--- src/design/npp_pkg.sv ---
// Shared types and constants of the Newell polygon plane block.
package npp_pkg;

   // Field and datapath widths.
   localparam int COORD_W = 24;
   localparam int SUM_W = 56;
   localparam int NORM_W = 32;
   localparam int THR_W = 64;
   localparam int GAIN_W = 32;

   // Configuration register indexes.
   localparam int CSR_IDX_W = 1;
   localparam logic [CSR_IDX_W-1:0] CSR_THRESHOLD = 1'd0;
   localparam logic [CSR_IDX_W-1:0] CSR_GAIN = 1'd1;

   // Configuration reset values.
   localparam logic [THR_W-1:0] THR_RESET = 64'd281474977;
   localparam logic [GAIN_W-1:0] GAIN_RESET = 32'd1000000;

   // Depth of the polygon queue between front and back end.
   localparam int QUEUE_DEPTH = 2;

   // One closed polygon handed from the front end to the back end.
   typedef struct packed {
      logic [2:0][SUM_W-1:0] sums;
      logic [2:0][COORD_W-1:0] first;
   } npp_poly_type;

endpackage

--- src/design/npp_queue.sv ---
// Short queue of closed polygons between the front and back end.
module npp_queue (
   input  logic clock,
   input  logic reset,
   input  logic push,
   input  npp_pkg::npp_poly_type push_data,
   output logic full,
   input  logic pop,
   output logic pop_valid,
   output npp_pkg::npp_poly_type pop_data
);

   localparam int DEPTH = npp_pkg::QUEUE_DEPTH;
   localparam int PTR_W = (DEPTH > 1) ? $clog2(DEPTH) : 1;
   localparam int CNT_W = $clog2(DEPTH + 1);

   npp_pkg::npp_poly_type entry_ff [DEPTH];
   logic [PTR_W-1:0] wr_ff, wr_in, rd_ff, rd_in;
   logic [CNT_W-1:0] count_ff, count_in;

   assign full = (count_ff == CNT_W'(DEPTH));
   assign pop_valid = (count_ff != '0);
   assign pop_data = entry_ff[rd_ff];

   // Pointer and fill count update.
   always_comb begin
      wr_in = wr_ff;
      rd_in = rd_ff;
      count_in = count_ff;
      if (push) begin
         wr_in = (wr_ff == PTR_W'(DEPTH - 1)) ? '0 : wr_ff + 1'b1;
      end
      if (pop) begin
         rd_in = (rd_ff == PTR_W'(DEPTH - 1)) ? '0 : rd_ff + 1'b1;
      end
      if (push && !pop) begin
         count_in = count_ff + 1'b1;
      end else if (pop && !push) begin
         count_in = count_ff - 1'b1;
      end
   end

   always_ff @(posedge clock) begin
      if (reset) begin
         wr_ff <= '0;
         rd_ff <= '0;
         count_ff <= '0;
      end else begin
         wr_ff <= wr_in;
         rd_ff <= rd_in;
         count_ff <= count_in;
      end
   end

   // Entry storage.
   always_ff @(posedge clock) begin
      if (push) begin
         entry_ff[wr_ff] <= push_data;
      end
   end

`ifndef ASSERT_OFF
   assert property (@(posedge clock) disable iff (reset) push |-> !full)
      else $error("polygon queue overflow");
   assert property (@(posedge clock) disable iff (reset) pop |-> pop_valid)
      else $error("polygon queue underflow");
`endif

endmodule

--- config.mk ---
export PLATFORM = sky130hd
export DESIGN_NAME = npp_queue
export DESIGN_NICKNAME = d
export VERILOG_FILES = /design/src/design/npp_pkg.sv /design/src/design/npp_queue.sv
export SDC_FILE = /design/constraint.sdc
export NUM_CORES = 1
export LEC_CHECK = 0
export BUFFER_PORTS_ARGS = -buffer_cell sky130_fd_sc_hd__buf_2
export CORE_ASPECT_RATIO = 1.4
export CORE_MARGIN = 2
export CORE_UTILIZATION = 48
export CTS_CLUSTER_DIAMETER = 60
export DETAILED_ROUTE_END_ITERATION = 6
export GPL_TIMING_DRIVEN = 0
export PLACE_DENSITY = 0.77
export RECOVER_POWER = 100
export SKIP_LAST_GASP = 1
export SLEW_MARGIN = 5
export SYNTH_ARGS = -nofsm -noshare
export SYNTH_HDL_FRONTEND = slang
export SYNTH_SLANG_ARGS = --single-unit
--- constraint.sdc ---
create_clock -name clock -period 11.05 [get_ports clock]
set_input_delay 0.5525 -clock clock [delete_from_list [all_inputs] [get_ports clock]]
set_output_delay 0.5525 -clock clock [all_outputs]
set_load 0.01 [all_outputs]
==> impl_results.md, run 1 <==
* Status: complete, but fails checks
* Failing checks: capacitance limit, slew limit
* Met2 Wirelength at ~21 mm
* CP delay by family, top: buffers and inverters
* Mapped Nets at 1014
* Post-synthesis sequential area ratio at about 78%
* Worst EP arrival at around 6.1 ns
* Fin nets at 1562
* Residual DRC at 0
* Gpl congestion at 0.7728
* Post-synthesis mux area share at a little under a fifth
* Final period utilization at 53.34%
* CP Cell Sequence: nor2b_1 > clkbuf_1 > clkbuf_1 > clkbuf_1 > clkbuf_1 > buf_12
* Syn-to-layout area delta at 18.31%
* Worst IR drop on VDD at about 0.14 mV
* # rows at 85
* RSZ-0062 raised after global routing: no
* Routed wl met3 at ~3.2 mm
* Cts hold-fix bufs at 0
* Antenna Violating Nets Remaining at 0
* Initial antenna violation count at 17
* Num CTS Buffers at 47
* Setup TNS at 0 ns
* Vias post-DR at roughly 9200
* Die height at 236.6 um
* Fmax at between 0.15 and 0.2 GHz
* Routed WL per cell at 21.36 um
* Synth warn at 0
* Clk buf depth at 3
* Largest net degree at the start of global routing at 63
* Htree depth at 2
* Initial core utilization at around half
* Dpl cell area at 21920 sq um
* Port buffer count at about 490
* Fin crit period at a little under 6 ns
* Clk sinks at between 400 and 500
* Root Driver: clkbuf_16
* Setup WS pre-CTS at about 8.3 ns
* Stages on worst setup path at 6
* Reg2reg path depth at 6
* Worst Max-Slew Pin Slew at approximately 3.3 ns
* Final Cell Area at about 22000 sq um
* Post_cts resized at 0
* Hold Path Cell Cnt at 1
* Worst path slowest cell: nor2b_1
* # IOs at ~500
* Global-route wire length before repair at between 50 and 60 mm
* Syn Inst Count at just under 800
* Congestion Overflow GR at 0
* Commonest non-fill, non-tap cell in the layout: edfxtp_1
* Simple-gate share of the synthesized area at 0.2496%
* Full die area at 40250 sq um
* DRT iter0 DRCs at roughly 440
* CP Class: reg2reg
* Tot GR Track Use at 18.78%
* Worst skew pair latency at between 0.5 and 0.6 ns
* Placeable Area at 38290 sq um
* Leak at approximately 7.9 nW
* Overall power at between 4 and 5 mW
* Avg Synthesized Cell Area at between 20 and 25 sq um
* Largest family of logic cells by synthesized area: multiplexers
* Synth Area in XOR/XNOR at less than 1%
* Fill cell count at between 3000 and 4000
* Fin Hold WS at approximately 0.18 ns
* # Post-CTS Setup Buffers at 0
* Worst path max stage delay at ~1.1 ns
* Rel. slew slack at -117.5%
* Mapped Area at 18550 sq um
* Hold Crit Class: in2reg
* Final-report max-slew violation count at 222
* Vias in the first global route at 9790
* Final Hold Fails at 0
* DRT Pass-1 Iters at 6
* Netlist cell types at 18
* Final setup violation count at 0
* Worst setup SP type: flip-flop
* Width of the die at around 170 um
* Crit. End Element: flip-flop
* Worst-path maximum fanout at 30
* Layout Skew at 0.009011 ns
* Worst path required time at 11.29 ns
* Layout cells sized above 1 at between 30% and 40%
* Worst path bufs/invs at 5
* Synth Area in Adders at less than 1%
* Pwr dens at around 190 nW/um^2
* Synth Area in Compound Gates at less than 1%
* Reg clk slew, reported paths at around 0.060 ns
* Vias per cell at 4.980
* Final wirelength at 39.42 mm
* Highest Signal Layer: met5
* Yosys reg bits at 485
* Wl on met1 at around 14 mm
* Fin worst setup slack at approximately 5.2 ns
* Commonest non-fill, non-tap cells in the layout: edfxtp_1 (480), buf_2 (331), clkbuf_1 (202)
* Maxcap violations at 6
* CTS tree: built
* Dpl hpwl at about 28 mm
* Most used cell, CP: clkbuf_1
[metal layers]
metal | track usage (%) | up-vias
li1 | - | 4194
met1 | 18.66 | 4501
met2 | 34.90 | 381
met3 | 5.950 | 101
met4 | 8.961 | 12
met5 | 0 | -
[logic make-up after synthesis]
group                      Yosys count
buffers and inverters               28
and+or+nand+nor                      9
AOI/OAI and AO/OA                    2
DFF                                485
adders and majority gates            1
muxes                              240
xor gates and xnor gates             4
[power breakdown]
| group | internal, mW | switching, mW | total [mW] |
|---|---|---|---|
| clock | 0.842 | 0.655 | 1.50 |
| combinational | 0.176 | 0.258 | 0.434 |
| sequential | 2.15 | 0.0232 | 2.18 |
[flip-flops by register name, summed over array words and instances, names as in the netlist, named ones only]
name,count
rd_ff,1
wr_ff,1
entry_ff,480
count_ff,2
[cell type report]
class                      instances  area (sq um)  area share [%]
antenna                           13         32.53          0.1483
clock inverter                    24         177.7          0.8097
inverter                           1         3.754         0.01711
buffer                            27         101.3          0.4619
tap                              478         598.1           2.726
clock buffer                      62          1275           5.811
sequential                       485         14510           66.15
timing repair buffer             499          2351           10.71
multi-input combinational        256          2889           13.17
[final timing paths]
kind / start / endpoint / slack (ns)
max: wr_ff / entry_ff[0][57] / 5.16
min: push_data[7] / entry_ff[1][7] / 0.18
max reg2reg: wr_ff / entry_ff[0][57] / 5.16
min reg2reg: count_ff[1] / count_ff[1] / 0.51
[stage by stage]
| step | util, % | instances |
|---|---|---|
| floorplan | - | 769 |
| global placement | 56.35 | 1732 |
| detailed placement | 57.26 | 1746 |
| CTS | 61.05 | 1832 |
| global route | 57.30 | 1843 |
| finish | 57.31 | 1845 |
[cells in the mapped netlist]
cell type  number  share of area, %
or2_2           1             0.034
o21ai_0         1             0.027
dfxtp_1         5              0.54
buf_6           1             0.061
or3_1           1             0.034
xor2_1          2             0.094
mux2_2         40               2.4
edfxtp_1      480                78
a21oi_1         1             0.027
inv_1           1             0.020
nor2b_1         2             0.067
xnor2_1         2             0.094
ha_1            1             0.067
nor2_1          4             0.081
mux2_4        200                16
buf_2           4              0.11
and2_1          1             0.034
buf_12         22               2.4
Note: power is estimated with default switching activity, not from simulation.
==> inputs of run 2 (changes only) <==
clock period = 4.97 ns   (was 11.05 ns; I/O delays follow)
==> impl_results.md, run 2 (synthesis results as in run 1) <==
* Gpl congestion at 0.7424
* Fin nets at 1805
* Crit. End Element: primary output
* Commonest non-fill, non-tap cell in the layout: edfxtp_1
* Htree depth at 2
* # Post-CTS Setup Buffers at 0
* Num CTS Buffers at 47
* Syn-to-layout area delta at 35.84%
* Dpl cell area at roughly 22000 sq um
* CP Cell Sequence: clkbuf_1 > clkbuf_1 > buf_12 > mux2_1 > buf_2
* DRT Pass-1 Iters at 4
* Worst Max-Slew Pin Slew at ~2.2 ns
* Register bank with the most flops: entry_ff
* Final-report max-slew violation count at 27
* Routed WL per cell at 21.41 um
* Final setup violation count at 0
* Worst skew pair latency at 0.55 ns
* Worst path bufs/invs at 4
* Rel. slew slack at -47.77%
* FF-to-FF setup slack at roughly 1.8 ns
* Root Driver: clkbuf_16
* Failing checks: capacitance limit, slew limit
* Top Registers: entry_ff (480), count_ff (2)
* Final wirelength at between 40 and 50 mm
* Width of the die at roughly 170 um
* Fin crit period at about 3.5 ns
* Vias in the first global route at about 12000
* Vias per cell at around 5
* Clk buf depth at 3
* Congestion Overflow GR at 0
* Max reg flops at 480
* Fin Hold WS at 0.4196 ns
* Vias post-DR at between 10000 and 15000
* Placeable Area at ~38000 sq um
* Initial core utilization at around half
* Largest net degree at the start of global routing at 65
* Fill cell count at 2639
* Antenna Violating Nets Remaining at 0
* Fmax at 0.2876 GHz
* Status: complete, but fails checks
* Final core occ at about 66%
* RSZ-0062 raised after global routing: no
* Leak at ~9.1 nW
* Final period utilization at 69.97%
* Full die area at around 40000 sq um
* Reg clk slew, reported paths at 0.07 ns
* Hold Crit Class: in2reg
* Global-route wire length before repair at roughly 66 mm
* Initial antenna violation count at 11
* Register area at 14510 sq um
* Most used cell, CP: clkbuf_1
* # IOs at between 400 and 500
* Clk sinks at 485
* Commonest non-fill, non-tap cells in the layout: edfxtp_1 (480), clkbuf_1 (400), dlygate4sd3_1 (243)
* Layout Skew at about 0.017 ns
* Dpl hpwl at between 20 and 30 mm
* Final Cell Area at between 20000 and 30000 sq um
* Worst-path maximum fanout at 10
* Multi-input gate area at ~3500 sq um
* Maxcap violations at 3
* CTS tree: built
* Port buffer count at 485
* Overall power at roughly 9.5 mW
* DRT iter0 DRCs at around 540
* CP delay by family, top: buffers and inverters
* Worst path slowest cell: clkbuf_1
* Die height at 236.6 um
* # rows at 85
* Residual DRC at 0
* CP Class: reg2out
* Post_cts resized at 0
* Worst path max stage delay at 1.30 ns
* Pwr dens at between 300 and 400 nW/um^2
* Worst EP arrival at ~3.2 ns
* Layout cells sized above 1 at 26.43%
* Worst path required time at approximately 4.7 ns
* Tot GR Track Use at between 20% and 30%
* Worst setup SP type: flip-flop
* Worst IR drop on VDD at 0.3922 mV
* Final Hold Fails at 0
[run 2: cell count changes in the layout (fill, tap and decap cells not counted), moves of 2 or more]
| cell | before | now |
|---|---|---|
| mux2_4 | 22 | 185 |
| buf_12 | 1 | 26 |
| buf_2 | 331 | 98 |
| clkbuf_1 | 202 | 400 |
| dlygate4sd3_1 | 0 | 243 |
| clkinv_1 | 9 | 7 |
| clkbuf_2 | 0 | 3 |
| diode_2 | 13 | 7 |
| buf_16 | 2 | 7 |
| buf_1 | 3 | 1 |
| mux2_1 | 182 | 20 |
[run 2: metal layers]
metal  vias to the layer above  wire [um]  global-route usage [%]
met5                         -         49                       0
met3                       123       2580                   4.931
li1                       4665          -                       -
met4                         8       2020                   8.987
met1                      5119      14980                   22.34
met2                       400      24860                   41.73
[run 2: worst register-to-register path: cells and delay by family, from the launching register on]
| family | cells | cell delay [ns] |
|---|---|---|
| and+or+nand+nor | 1 | 1.64 |
| buffers and inverters | 2 | 0.73 |
| DFF | 1 | 0.37 |
[run 2: power breakdown]
part           leakage (nW)  internal (mW)  switching (mW)
sequential             4.55           4.78          0.0656
combinational          3.84          0.682           0.668
clock                 0.690           1.86            1.48
total                  9.07           7.32            2.21
[run 2: final timing paths]
| path | startpoint | end | depth (start not counted) |
|---|---|---|---|
| setup / recovery | flip-flop | pop_data[76] | 5 |
| hold / removal | push_data[206] | entry_ff[1][206] | 2 |
| setup reg to reg | wr_ff | entry_ff[1][27] | 3 |
| hold reg to reg | count_ff[1] | count_ff[1] | 2 |
[run 2: repair_timing]
action                                  CTS  global route
hold buffers                            243             0
hold endpoints to repair                485             0
endpoints found under the setup margin    0             0
[run 2: area by class of cell]
class,count,area share [%]
tap,478,2.374
clock inverter,24,0.7052
inverter,1,0.01490
multi-input combinational,256,13.90
timing repair buffer,742,18.64
antenna,7,0.06953
buffer,27,1.693
clock buffer,58,5.001
sequential,485,57.61
[run 2: stage by stage]
step	setup WS [ns]	instances	setup TNS, ns
final	1.493	2078	0
after global routing	1.272	2076	0
after CTS	2.465	2071	0
after detailed placement	2.442	1746	0
after global placement	-1.305	1732	-385.24
after floorplan	0.6476	769	0
